## src/hdl/fce_pkg.sv

```systemverilog
// ----------------------------------------------------------------------------
// fce_pkg
// Shared constants, types and register map of the feedback comb echo.
// ----------------------------------------------------------------------------
package fce_pkg;

  localparam int DELAY_DEPTH = 32768;
  localparam int SAMPLE_BITS = 16;

  localparam int ADDR_BITS  = $clog2(DELAY_DEPTH);
  localparam int CNT_BITS   = ADDR_BITS + 1;
  localparam int DELAY_BITS = 16;
  localparam int GAIN_BITS  = 15;
  localparam int GAIN_SHIFT = 15;
  localparam int GAIN_ONE   = 32768;
  localparam int GAIN_HALF  = 16384;

  localparam int DRY_BITS = SAMPLE_BITS + GAIN_BITS + 2;
  localparam int ACC_BITS = SAMPLE_BITS + GAIN_BITS + 3;

  localparam int PADDR_BITS = 3;
  localparam int PDATA_BITS = 32;

  localparam logic REG_DELAY = 1'b0;
  localparam logic REG_GAIN  = 1'b1;

  localparam logic [DELAY_BITS-1:0] DELAY_RESET = 16'd24000;
  localparam logic [GAIN_BITS-1:0]  GAIN_RESET  = 15'd6554;

  typedef logic signed [SAMPLE_BITS-1:0] sample_t;

  typedef struct packed {
    logic [DELAY_BITS-1:0] delay;
    logic [GAIN_BITS-1:0]  gain;
  } cfg_t;

  typedef struct packed {
    logic advance;
    logic accept;
    logic wr_en;
  } pipe_ctrl_t;

endpackage

```

## src/hdl/fce_mac.sv

```systemverilog
// ----------------------------------------------------------------------------
// fce_mac
// Dry and feedback products, rounding and saturation of the output sample.
// ----------------------------------------------------------------------------
module fce_mac (
  input  logic                           clk,
  input  logic                           accept,
  input  logic [fce_pkg::GAIN_BITS-1:0]  gain,
  input  fce_pkg::sample_t               x,
  input  fce_pkg::sample_t               fb,
  output fce_pkg::sample_t               y
);

  localparam int S   = fce_pkg::SAMPLE_BITS;
  localparam int ACC = fce_pkg::ACC_BITS;
  localparam logic signed [ACC-1:0] SMAX = {{(ACC-S+1){1'b0}}, {(S-1){1'b1}}};
  localparam logic signed [ACC-1:0] SMIN = {{(ACC-S+1){1'b1}}, {(S-1){1'b0}}};
  localparam logic signed [ACC-1:0] HALF = ACC'(fce_pkg::GAIN_HALF);

  logic [fce_pkg::GAIN_BITS:0]             dry_gain;
  logic signed [fce_pkg::DRY_BITS-1:0]     dry_nxt;
  logic signed [fce_pkg::DRY_BITS-1:0]     dry_r;
  logic signed [fce_pkg::DRY_BITS-2:0]     wet;
  logic signed [ACC-1:0]                   acc;
  logic signed [ACC-1:0]                   acc_sh;

  assign dry_gain = (fce_pkg::GAIN_BITS+1)'(fce_pkg::GAIN_ONE) - {1'b0, gain};
  assign dry_nxt  = $signed({1'b0, dry_gain}) * x;

  always_ff @(posedge clk) begin
    if (accept) begin
      dry_r <= dry_nxt;
    end
  end

  always_comb begin
    wet    = $signed({1'b0, gain}) * fb;
    acc    = dry_r + wet + HALF;
    acc_sh = acc >>> fce_pkg::GAIN_SHIFT;
    if (acc_sh > SMAX) begin
      y = SMAX[S-1:0];
    end else if (acc_sh < SMIN) begin
      y = SMIN[S-1:0];
    end else begin
      y = acc_sh[S-1:0];
    end
  end

endmodule

```

## config.mk

```make
export PLATFORM = sky130hd
export DESIGN_NAME = fce_mac
export DESIGN_NICKNAME = d
export VERILOG_FILES = /design/src/hdl/fce_pkg.sv /design/src/hdl/fce_mac.sv
export SDC_FILE = /design/constraint.sdc
export NUM_CORES = 1
export LEC_CHECK = 0
export BUFFER_PORTS_ARGS = -buffer_cell sky130_fd_sc_hd__buf_2
export CAP_MARGIN = 25
export CORE_ASPECT_RATIO = 0.7
export CORE_MARGIN = 4
export CORE_UTILIZATION = 35
export DETAILED_ROUTE_END_ITERATION = 16
export GPL_ROUTABILITY_DRIVEN = 0
export MAX_ROUTING_LAYER = met4
export SLEW_MARGIN = 5
export SYNTH_ARGS = -nofsm -noshare
export SYNTH_HDL_FRONTEND = slang
export SYNTH_SLANG_ARGS = --single-unit
export TNS_END_PERCENT = 1
```

## constraint.sdc

```tcl
create_clock -name clk -period 10.4 [get_ports clk]
set_input_delay 1.04 -clock clk [delete_from_list [all_inputs] [get_ports clk]]
set_output_delay 1.04 -clock clk [all_outputs]
set_load 0.1 [all_outputs]
```

== Yosys cells after proc, flatten, opt, wreduce, memory -nomap -nowiden ==
Index checks and enable logic that the tools add are counted.

* Register bits: 33
* Input bits: 49
* Output and inout port bits: 16
* Logic and storage cells: 10

* $add $sub $neg: 3
* Multipliers: 2
* $lt $le $gt $ge: 2
* Multiplexer cells: 2

{| class="wikitable"
|+ Operators with widths
! operator !! number
|-
| 33-bit by 32-bit adder with 34-bit output || 1
|-
| 34-bit by 16-bit adder with 34-bit output, second input constant || 1
|-
| 17-bit by 16-bit multiplier with 33-bit output || 1
|-
| 16-bit by 16-bit multiplier with 32-bit output || 1
|-
| 16-bit 2-to-1 mux || 2
|-
| 19-bit by 16-bit greater-than comparator with 1-bit output, second input constant || 1
|-
| 19-bit by 16-bit < comparator with 1-bit output, second input constant || 1
|-
| 16-bit by 15-bit subtractor with 16-bit output, first input constant || 1
|}

== Logic depth before layout (Yosys ltp) ==
* Depth after elaboration: 6
* Depth in mapped cells: 33
* Gate-level depth less buffers: 30

== Worst setup path after synthesis ==
OpenSTA, ideal clock, no wires.

* Kind: input port to output port
* Start point: input port gain[13] in the netlist's numbering
* End point: output port y[0]
* Data arrival time: 8.411 ns
* Data required time: 9.360 ns
* Slack: 0.949 ns
* Cell stages on the path: 22
* Buffers on the path: 2
* Cell sequence: clkbuf_1 -> clkbuf_1 -> nand2_1 -> fa_1 -> fa_1 -> inv_1 -> fa_1 -> fa_1 -> fa_1 -> inv_1 -> fa_1 -> inv_1 -> ha_1 -> a21oi_1 -> o211ai_1 -> a221o_1 -> a21oi_2 -> o2111ai_2 -> a31oi_1 -> xor2_1 -> o41a_4 -> o22ai_1

* Word-level cells in the longest chain between the ends: 6
* Elaborated cells on any way between the ends: 7
* Classes of those cells: 2 x add/sub; 1 x mul; 2 x order compare; 2 x mux

{| class="wikitable"
|+ Ends and longest elaborated chain
! element !! line !! text
|-
| from (decl) || fce_mac.sv:8 || <nowiki>input logic [fce_pkg::GAIN_BITS-1:0] gain,</nowiki>
|-
| 16-bit by 16-bit multiplier with 32-bit output (*) || fce_mac.sv:37 || <nowiki>wet = $signed({1'b0, gain}) * fb;</nowiki>
|-
| 33-bit by 32-bit adder with 34-bit output (*) || fce_mac.sv:38 || <nowiki>acc = dry_r + wet + HALF;</nowiki>
|-
| 34-bit by 16-bit adder with 34-bit output (*) || fce_mac.sv:38 ||
|-
| 19-bit by 16-bit < comparator with 1-bit output || fce_mac.sv:42 || <nowiki>end else if (acc_sh < SMIN) begin</nowiki>
|-
| 16-bit 2-to-1 mux || fce_mac.sv:42 ||
|-
| 16-bit 2-to-1 mux (*) || fce_mac.sv:40 || <nowiki>if (acc_sh > SMAX) begin</nowiki>
|-
| to (decl) || fce_mac.sv:11 || <nowiki>output fce_pkg::sample_t y</nowiki>
|}

Every way passes the cells marked *; elsewhere a longest branch is shown, timed or not.

== Worst setup path after layout ==
* Start point: input port gain[0] in the netlist's numbering
* End point: output port y[12]

The elaborated chain is that of the path after synthesis.

==> reports/metrics.yaml <==
synthFlopType: "edfxtp_1"
die-area_mm2: 0.0591
synth_area_per_cell_um2: 8.95
clock_sinks: 33
end_kind: "output port"
startpoint: "gain[0]"
mostFrequentLayoutCells: "inv_1, fa_1, nand2_1"
required_ns: 9.36
drt_iter0_drc: 809
io_pins: 65
final_util_pct: 37.8
drt-total-wl_um: 49700
portBuffers: 64
ys_ff_latch: 33
hold_class: "in -> reg"
drv_slew: 0
setup_viol: 0
synth-xor-area-share_pct: 2.40
ys_types: 72
grtUsageMet2_pct: 27.9
fin_cells: 2895
synth_fa_ha_area_share_pct: 57.5
tightest_slew_ns: 1.07
cts_made_buffers: 5
maxCapViolations: 0
nets: 2855
synth_top_family_by_area: "adder cells"
htree_levels: 2
routed-via-count: 13958
clockRootBuffer: "clkbuf_16"
fp.dieH_um: 205
hold_viol: 0
grt_pass1_vias: 15488
post-route-drc-count: 0
cp_common_cell: "fa_1"
grt_setup_unrepaired: "false"
cp_cell_sequence: "buf_2 > inv_1 > nand2_1 > fa_1 > fa_1 > inv_1 > fa_1 > fa_1 > fa_1 > inv_1 > fa_1 > inv_1 > ha_1 > o21ai_0 > o21bai_1 > a221o_1 > a21oi_2 > o2111ai_2 > a31oi_1 > xor2_1 > o41a_4 > o32ai_2 > buf_2"
core_mm2: 0.0542
cts.clk_slew.worst_paths_ns: 0.05
die_x_um: 289
avgViaCountPerCell: 4.82
regMostFlops: "dry_r"
largest_reg_flops: 33
whs_ns: 1.33
antenna_found_initial: 3
dp_hpwl_um: 41000
crit_buf_inv: 6
yosys_warnings: 0
grtUsageTotal_pct: 18.1
ctsResizeCount: 0
synth_mux_area_share_pct: 0.214
layout_commonest_cell: "inv_1"
relSlewSlack_pct: 28.9
crit_type: "in -> out"
dr.pass1.iters: 7
yosysSeqAreaShare_pct: 5.13
synthArstFlopShare_pct: 0
synthesis.area_mm2: 0.0193
met3_usage_pct: 2.48
synth_edf_count: 33
cp_top_family: "adder cells"
syn_nets: 2852
synth-compound-area-share_pct: 5.99
dp.cells: 2885
grt_start_max_net_pins: 34
max_stage_delay_ns: 0.52
syn2layout_area_growth_pct: 6.03
post_cts_buffers: 0
cp.arrival_ns: 8.04
grt_pass1_wl_um: 82800
syn_inst: 2159
setup_tns_ns: 0
min_from: "x[0]"
clock_path_buffers: 2
finalCritPeriodShare_pct: 87.3
synth_simple_gate_area_share_pct: 16.2
status: "complete, no violations"
wire_per_inst_um: 17.2
drive_gt1_share_pct: 5.55
crit_fanout: 33
min_period_ns: 9.08
cpMaxStageDelayCell: "buf_2"
grtUsageMet1_pct: 25.7
initial_core_util_pct: 35.7
hold_buffers: 0
grt-ovfl-total: 0
reg.largest.list: "dry_r (33)"
placementRows: 71
ant_nets: 0
cts_tree: "done"
crit_path_start_kind: "input port"
grt_busiest_layer: "met2"
fmax_mhz: 110
-- routing by layer --
layer,vias up,wire length (um)
met5,-,0
met4,0,905
met3,53,3280
met2,401,22000
met1,7075,23500
li1,6429,-
-- metrics by stage --
step | setup WS (ns) | cell area, um2
after floorplan | 0.949 | 19300
after global placement | 1.38 | 20300
after detailed placement | 1.15 | 20300
after CTS | 1.29 | 20500
after global routing | 0.801 | 20500
final | 1.32 | 20500
-- cell families after synthesis --
group                    after synthesis
buffers and inverters                641
adder cells (fa/ha/maj)              644
XOR/XNOR                              53
flip-flops                            33
multiplexers                           4
AO/OA/AOI/OAI                        154
AND/OR/NAND/NOR                      630
-- Yosys cell counts (6+ instances only) --
cell	instances	area [um2]
a21o_1	22	165
a21oi_1	32	160
a31oi_1	6	37.5
and2_1	215	1350
and3_1	16	100
clkbuf_1	73	274
edfxtp_1	33	991
fa_1	407	8150
ha_1	237	2970
inv_1	559	2100
nand2_1	281	1050
nand2b_1	21	131
nand3_1	14	70.1
nor2_1	50	188
nor3_1	9	45.0
o211ai_1	8	60.1
o21ai_0	18	90.1
o21bai_1	7	52.6
o22ai_1	6	37.5
o22ai_2	10	125
xnor2_1	35	307
xor2_1	18	158
-- area by class of cell --
cell class | count | area (um2)
flip-flops and latches | 33 | 991
clock inverters | 3 | 17.5
clock buffers | 5 | 125
repair buffers | 78 | 425
diodes | 2 | 5.00
multi-input cells | 1485 | 15900
well taps | 730 | 913
fillers | 5584 | 33700
inverters | 559 | 2100
-- path summary, 6_finish.rpt --
kind,end,slack (ns),cells after the start
max,y[12],1.32,23
min,dry_r[0],1.33,2
Power is not shown: default switching activity piles up to over one toggle a cycle in this logic, so the estimate is an artifact.
