[src/hdl/fce_pkg.sv]
// ----------------------------------------------------------------------------
// fce_pkg
// Shared constants, types and register map of the feedback comb echo.
// ----------------------------------------------------------------------------
package fce_pkg;

  localparam int DELAY_DEPTH = 32768;
  localparam int SAMPLE_BITS = 16;

  localparam int ADDR_BITS  = $clog2(DELAY_DEPTH);
  localparam int CNT_BITS   = ADDR_BITS + 1;
  localparam int DELAY_BITS = 16;
  localparam int GAIN_BITS  = 15;
  localparam int GAIN_SHIFT = 15;
  localparam int GAIN_ONE   = 32768;
  localparam int GAIN_HALF  = 16384;

  localparam int DRY_BITS = SAMPLE_BITS + GAIN_BITS + 2;
  localparam int ACC_BITS = SAMPLE_BITS + GAIN_BITS + 3;

  localparam int PADDR_BITS = 3;
  localparam int PDATA_BITS = 32;

  localparam logic REG_DELAY = 1'b0;
  localparam logic REG_GAIN  = 1'b1;

  localparam logic [DELAY_BITS-1:0] DELAY_RESET = 16'd24000;
  localparam logic [GAIN_BITS-1:0]  GAIN_RESET  = 15'd6554;

  typedef logic signed [SAMPLE_BITS-1:0] sample_t;

  typedef struct packed {
    logic [DELAY_BITS-1:0] delay;
    logic [GAIN_BITS-1:0]  gain;
  } cfg_t;

  typedef struct packed {
    logic advance;
    logic accept;
    logic wr_en;
  } pipe_ctrl_t;

endpackage

[src/hdl/fce_regs.sv]
// ----------------------------------------------------------------------------
// fce_regs
// APB configuration registers: echo delay and feedback gain.
// ----------------------------------------------------------------------------
module fce_regs (
  input  logic                              clk,
  input  logic                              rst_n,
  input  logic                              psel,
  input  logic                              penable,
  input  logic                              pwrite,
  input  logic [fce_pkg::PADDR_BITS-1:0]    paddr,
  input  logic [fce_pkg::PDATA_BITS-1:0]    pwdata,
  output logic [fce_pkg::PDATA_BITS-1:0]    prdata,
  output logic                              pready,
  output fce_pkg::cfg_t                     cfg
);

  logic [fce_pkg::DELAY_BITS-1:0] delay_r;
  logic [fce_pkg::GAIN_BITS-1:0]  gain_r;
  logic                           wr_stb;

  assign pready = 1'b1;
  assign wr_stb = psel && penable && pwrite;

  always_ff @(posedge clk) begin
    if (!rst_n) begin
      delay_r <= fce_pkg::DELAY_RESET;
      gain_r  <= fce_pkg::GAIN_RESET;
    end else if (wr_stb) begin
      unique case (paddr[2])
        fce_pkg::REG_DELAY: delay_r <= pwdata[fce_pkg::DELAY_BITS-1:0];
        fce_pkg::REG_GAIN:  gain_r  <= pwdata[fce_pkg::GAIN_BITS-1:0];
        default: ;
      endcase
    end
  end

  always_comb begin
    unique case (paddr[2])
      fce_pkg::REG_DELAY: prdata = fce_pkg::PDATA_BITS'(delay_r);
      fce_pkg::REG_GAIN:  prdata = fce_pkg::PDATA_BITS'(gain_r);
      default:            prdata = '0;
    endcase
  end

  assign cfg.delay = delay_r;
  assign cfg.gain  = gain_r;

endmodule

[config.mk]
export PLATFORM = sky130hd
export DESIGN_NAME = fce_regs
export DESIGN_NICKNAME = d
export VERILOG_FILES = /design/src/hdl/fce_pkg.sv /design/src/hdl/fce_regs.sv
export SDC_FILE = /design/constraint.sdc
export NUM_CORES = 1
export LEC_CHECK = 0
export BUFFER_PORTS_ARGS = -buffer_cell sky130_fd_sc_hd__buf_4
export CORE_MARGIN = 2
export CORE_UTILIZATION = 45
export DETAILED_ROUTE_END_ITERATION = 10
export GPL_TIMING_DRIVEN = 0
export MAX_ROUTING_LAYER = met4
export PLACE_DENSITY = 0.93
export RECOVER_POWER = 100
export SLEW_MARGIN = 30
export SYNTH_ARGS = -nofsm -noshare
export SYNTH_HDL_FRONTEND = slang
export SYNTH_SLANG_ARGS = --single-unit
[constraint.sdc]
create_clock -name clk -period 3.2 [get_ports clk]
set_input_delay 0.96 -clock clk [delete_from_list [all_inputs] [get_ports clk]]
set_output_delay 0.96 -clock clk [all_outputs]
set_load 0.02 [all_outputs]
Word-level counts from Yosys, hierarchy flattened. Cells that the tools add are included.

Bits in registers: 31. Input bits: 40. Output and inout port bits: 64. Logic and storage cells: 8.

Mux-type cells: 1. Bitwise operators: 1. Reductions and logical operators: 4.

Operators with widths (number): 32-bit case mux with 2 select lines (1); 2-bit AND reduction (2); 1-bit logical AND (2); 1-bit inverter (1).

Longest topological paths before layout. Gate-level depths: netlist of run 1.

Word-level depth: 3. Gate-level depth with buffers: 4. Gate-level depth less buffers: 2.

Least setup slack after synthesis of run 1. OpenSTA, ideal clock, no wires.

Path kind: in2out. From: input paddr[2] (netlist bit). To: output prdata[10] (netlist bit). Arrival: 1.661 ns. Path slack: 0.579 ns. Stages on the path: 3. Buffers on the path: 2. Cell sequence: buf_4 buf_4 mux2_2.

Word-level cells in the longest chain between the ends: 2.

RTL lines: from (decl) (line fce_regs.sv:11) `input logic [fce_pkg::PADDR_BITS-1:0] paddr,`; 1-bit inverter (no line); 32-bit case mux with 2 select lines * (line fce_regs.sv:39) `unique case (paddr[2])`; to (decl) (line fce_regs.sv:13) `output logic [fce_pkg::PDATA_BITS-1:0] prdata,`.

Every way passes the cells marked *; elsewhere a longest branch is shown, timed or not. The select of a mux whose other input is x is not followed.

Final worst setup path of run 1.
From: input paddr[2] (netlist bit). To: output prdata[7] (netlist bit).

The elaborated chain is that of the path after synthesis.

==> metrics.cfg, run 1 <==
[clock_tree]
worst_setup_hold_path_clk_slew_ns = 0.09
postCtsSetupBuffers = 0
cts.sinks = 31
numCtsBuffers = 5
ctsRootBufferMaster = clkbuf_4
htreeDepth = 2
clock_path_buffers = 2
postCtsHoldBufs = 0
clkLatencyLatePin_ns = 0.33
cts.repair.resized = 0
cts_tree = built

[synth]
yosysTopAreaCell = dfxtp_1
synthFlopType = dfxtp_1
yosysWarningCount = 0
synth_area_sq_um = 1620
yosys.cell_types.count = 15
synth_common_cells = dfxtp_1, mux2i_1, nand2_1, nor2b_1, buf_4
ys_seq_elements = 31
async_reset_ff_frac = 0
synthCells = 165
yosysTopAreaCellShare = 0.382
synth_edf_count = 0
synth_area_leaders = dfxtp_1, mux2i_1, mux2_2
synth-seq-area-share = 0.382
avgSynthCellArea_sq_um = 9.84

[setup_path]
crit_top_cell = buf_4
cp.required_ns = 2.24
cp-start-kind = primary input
path_class = in2out
cpPeakStageDelay_ns = 0.35
cpMaxStageDelayCell = mux2_2
cp-end-kind = primary output
cp_cell_sequence = buf_4, buf_4, buf_4, mux2_2, clkbuf_1
critPathMaxFanout = 10
crit_arrival_ns = 1.98

[place]
dp_hpwl_um = 2780
port_buffers = 67
gp_congestion = 0.670

[timing]
finalHoldViolations = 0
period_needed_ns = 2.94
fmax_mhz = 341
skew_ns = 0
finalSetupTns_ns = 0
rsz0062_at_grt = no
worst_slew_pin_slew_ns = 0.504
slew_headroom = 0.664
hold_ws_ns = 0.478
post-route-period-util = 0.918
setup_viol = 0
slew_viol_final = 0

[die]
rows = 21
fp.dieW_um = 64.1
die-area_sq_um = 4100
die-height_um = 64.1
ios = 104
start_util = 0.479
core_sq_um = 3390

[routing]
initialDrtViolationCount = 44
vias_per_cell = 4.42
num_vias = 1330
wl_um = 3680
wl_per_cell_um = 12.2
drt_first_pass_iters = 4
route.detailed.drc = 0
final_antenna_net_count = 0

[global_route]
overflow = 0
grt_usage = 0.191
grt_pass1_vias = 1240
antenna_found_initial = 0
grt_start_max_net_pins = 11
grt_pass1_wl_um = 5750

[worst_hold_path]
holdCritPathClass = reg2reg

[layout]
drive_above_1_share = 0.267
nNetsFinal = 294
num_antenna_cells = 0
area_growth_pct = 31.8

[run]
drv_cap = 0

[power_and_ir_drop]
vdd_ir_drop_max_uv = 246
p_leak_nw = 0.925
pwr_density_cell_nw_per_um2 = 379

[run_status]
status = finished, final reports clean

==> cells in the final DEF (no fill, tap or decap) <==
cell and instances:
and4b_1 1, mux2_2 15, buf_8 1, mux2i_1 31, conb_1 17, nor2b_1 25, buf_6 2, dfxtp_1 31
clkbuf_8 2, and4_1 1, clkbuf_1 52, nand4_2 1, clkbuf_4 5, nand2_1 29, nand4b_2 1, buf_4 41
==> registers in the layout, summed over array words and instances (netlist names) <==
name / flops
delay_r: 16
gain_r: 15
==> cells by family (layout without fill, tap and decap cells) <==
family,Yosys count,in the layout,share of synthesized area
simple gates,58,58,0.192
mux,46,46,0.295
flops,31,31,0.382
buf+inv,28,103,0.126
other cells,2,17,0.00463
==> worst max-delay path, delay by kind of cell <==
family / cells / cell delay [ns]
buffers and inverters: 4 / 0.65
multiplexers: 1 / 0.35
==> layer usage <==
layer	vias to the layer above	track usage	routed length [um]
li1	690	-	-
met1	584	0.230	1640
met2	50	0.299	1740
met3	6	0.0651	261
met4	0	0.0625	44
met5	-	-	0
==> layout make-up <==
| cell class | instances | area (sq um) |
|---|---|---|
| fill | 328 | 1250 |
| multi-input combinational | 121 | 855 |
| sequential | 31 | 621 |
| timing repair buffer | 67 | 334 |
| buffer | 28 | 203 |
| clock buffer | 8 | 68.8 |
| tap | 46 | 57.6 |
==> per-stage QoR <==
step	instances	util	cell area [sq um]	setup WS (ns)	power, mW
floorplan	180	-	1680	0.579	0.515
global placement	293	0.661	2240	0.274	0.572
detailed placement	293	0.661	2240	0.270	0.574
CTS	301	0.681	2310	0.263	0.826
global route	301	0.631	2140	0.197	0.839
finish	301	0.631	2140	0.263	0.810
==> where the power goes <==
| group | switching [mW] | internal [mW] |
|---|---|---|
| clock | 0.129 | 0.129 |
| sequential | 0.00618 | 0.394 |
| combinational | 0.0850 | 0.0665 |
==> final timing paths <==
kind	depth (start not counted)	to	slack, ns	startpoint
worst max-delay path	5	prdata[7]	0.26	paddr[2]
worst min-delay path	2	gain_r[10]$_SDFFE_PN0P_	0.48	gain_r[10]$_SDFFE_PN0P_
worst max register to register	2	delay_r[10]$_SDFFE_PN1P_	2.57	delay_r[10]$_SDFFE_PN1P_
worst min register to register	2	gain_r[10]$_SDFFE_PN0P_	0.48	gain_r[10]$_SDFFE_PN0P_
(Power assumes the default switching activity.)
==> inputs of run 2 (changes only) <==
REMOVE_ABC_BUFFERS = 1   (was not set)
==> run 2 against run 1 <==
Sequential power about the same; count of clock-buffer cells in the layout shrank 2; total power shrank 11%; routed wire length is 12% lower.
==> metrics.cfg, run 2 (synthesis results as in run 1) <==
[run_status]
status = finished, final reports clean

[clock_tree]
htreeDepth = 2  ; unchanged
ctsRootBufferMaster = clkbuf_4
clock_path_buffers = 2  ; unchanged
worst_setup_hold_path_clk_slew_ns = 0.08  ; about the same
cts.repair.resized = 0  ; unchanged
numCtsBuffers = 5  ; unchanged
postCtsSetupBuffers = 0  ; unchanged
clkLatencyLatePin_ns = 0.31  ; -0.02 ns
cts_tree = built
cts.sinks = 31  ; unchanged
postCtsHoldBufs = 0  ; unchanged

[power_and_ir_drop]
pwr_density_cell_nw_per_um2 = 379  ; +0.11%
vdd_ir_drop_max_uv = 179  ; -27%
p_leak_nw = 0.768  ; -17%
finalPower_uw = 719  ; -11%

[layout]
fin_util = 0.559  ; -0.0716
largest_register_ffs = 16  ; unchanged
reg.largest.list = delay_r x16, gain_r x15
nNetsFinal = 267  ; -9.2%
final_common_cell = clkbuf_1
final_cells = 272  ; -9.6%
num_antenna_cells = 0  ; unchanged
final_cell_mix = clkbuf_1, mux2i_1, dfxtp_1
drive_above_1_share = 0.181  ; -0.0853
area_growth_pct = 16.8
regMostFlops = delay_r
design_area_sq_um = 1900  ; -11%

[run]
drv_cap = 0  ; unchanged

[die]
die-area_sq_um = 4100  ; unchanged
die-height_um = 64.1  ; unchanged
start_util = 0.479  ; unchanged
fp.dieW_um = 64.1  ; unchanged
rows = 21  ; unchanged
ios = 104  ; unchanged
core_sq_um = 3390  ; unchanged

[routing]
vias_per_cell = 4.69  ; +6.1%
wl_per_cell_um = 11.9  ; -2.4%
wl_um = 3250  ; -12%
num_vias = 1275  ; -4.1%
initialDrtViolationCount = 41  ; -6.8%
drt_first_pass_iters = 4  ; unchanged
final_antenna_net_count = 0  ; unchanged
route.detailed.drc = 0  ; unchanged

[timing]
skew_ns = 0  ; unchanged
finalHoldViolations = 0  ; unchanged
fmax_mhz = 367  ; +7.9%
worst_slew_pin_slew_ns = 0.713  ; +0.210 ns
finalSetupTns_ns = 0  ; unchanged
hold_ws_ns = 0.472  ; -0.00532 ns
post-route-period-util = 0.850  ; -0.0673
setup_viol = 0  ; unchanged
rsz0062_at_grt = no
timing.final.ws_setup_ns = 0.479  ; +0.215 ns
slew_headroom = 0.524  ; -0.140
slew_viol_final = 0  ; unchanged
period_needed_ns = 2.72  ; -0.215 ns

[worst_hold_path]
min_to = delay_r[15]$_SDFFE_PN0P_
hold_depth = 2  ; unchanged
holdCritPathClass = reg2reg
min_from = delay_r[15]$_SDFFE_PN0P_

[global_route]
antenna_found_initial = 0  ; unchanged
grt_util_met2 = 0.290  ; -0.00911
grt_pass1_vias = 1164  ; -6.1%
grt_start_max_net_pins = 54  ; +43
overflow = 0  ; unchanged
grt_pass1_wl_um = 5340  ; -7.2%
grt_usage = 0.171  ; -0.0198
grt-busiest-layer = met2
gr-usage-met1 = 0.187  ; -0.0426
grt_use_met3 = 0.0581  ; -0.00704

[place]
gp_congestion = 0.677  ; +0.98%
placed_cell_area_sq_um = 2040  ; -8.8%
place_ws_ns = 0.483  ; +0.213 ns
port_buffers = 68  ; +1.5%
placed_cells = 266  ; -9.2%
dp_hpwl_um = 2370  ; -15%

[setup_path]
critPathMaxFanout = 20  ; +10
r2r_setup_slack_ns = 2.54  ; -0.03 ns
worstReg2RegEnd = gain_r[4]$_SDFFE_PN1P_
cp-start-kind = primary input
cp.required_ns = 2.24  ; about the same
crit_arrival_ns = 1.76  ; -0.22 ns
timing.rr.start = gain_r[4]$_SDFFE_PN1P_
rr_worst_depth = 2  ; unchanged
cp-end-kind = primary output
path_class = in2out

## run 2: per-layer routing
metal	part of all wire	routed length, um	vias up
li1	-	-	627
met1	0.43	1390	591
met2	0.49	1600	53
met3	0.067	219	4
met4	0.012	40	0
met5	0	0	-
## run 2: report_power, final
| part | total [mW] | switching (mW) | internal, mW |
|---|---|---|---|
| clock | 0.194 | 0.116 | 0.0780 |
| combinational | 0.125 | 0.0773 | 0.0473 |
| sequential | 0.400 | 0.00611 | 0.394 |
## run 2: worst max-delay path by stage
stage / slack (ns) / start / cells past startpoint / end
detailed placement: 0.48 / paddr[2] / 3 / prdata[11]
CTS: 0.48 / paddr[2] / 3 / prdata[9]
finish: 0.48 / paddr[2] / 3 / prdata[11]
global placement: 0.50 / paddr[2] / 3 / prdata[9]
floorplan: 0.92 / paddr[2] / 1 / prdata[0]
global route: 0.43 / paddr[2] / 3 / prdata[12]
## run 2: final cells by class
| type | count | area (sq um) |
|---|---|---|
| Sequential cell | 31 | 621 |
| Tap cell | 46 | 57.6 |
| Multi-Input combinational cell | 121 | 842 |
| Fill cell | 356 | 1490 |
| Timing Repair Buffer | 68 | 334 |
| Clock buffer | 6 | 41.3 |
## run 2: worst max-delay path, cell delays in order
cell and delay (ns):
buf_4 0.24, mux2_2 0.38, clkbuf_1 0.17
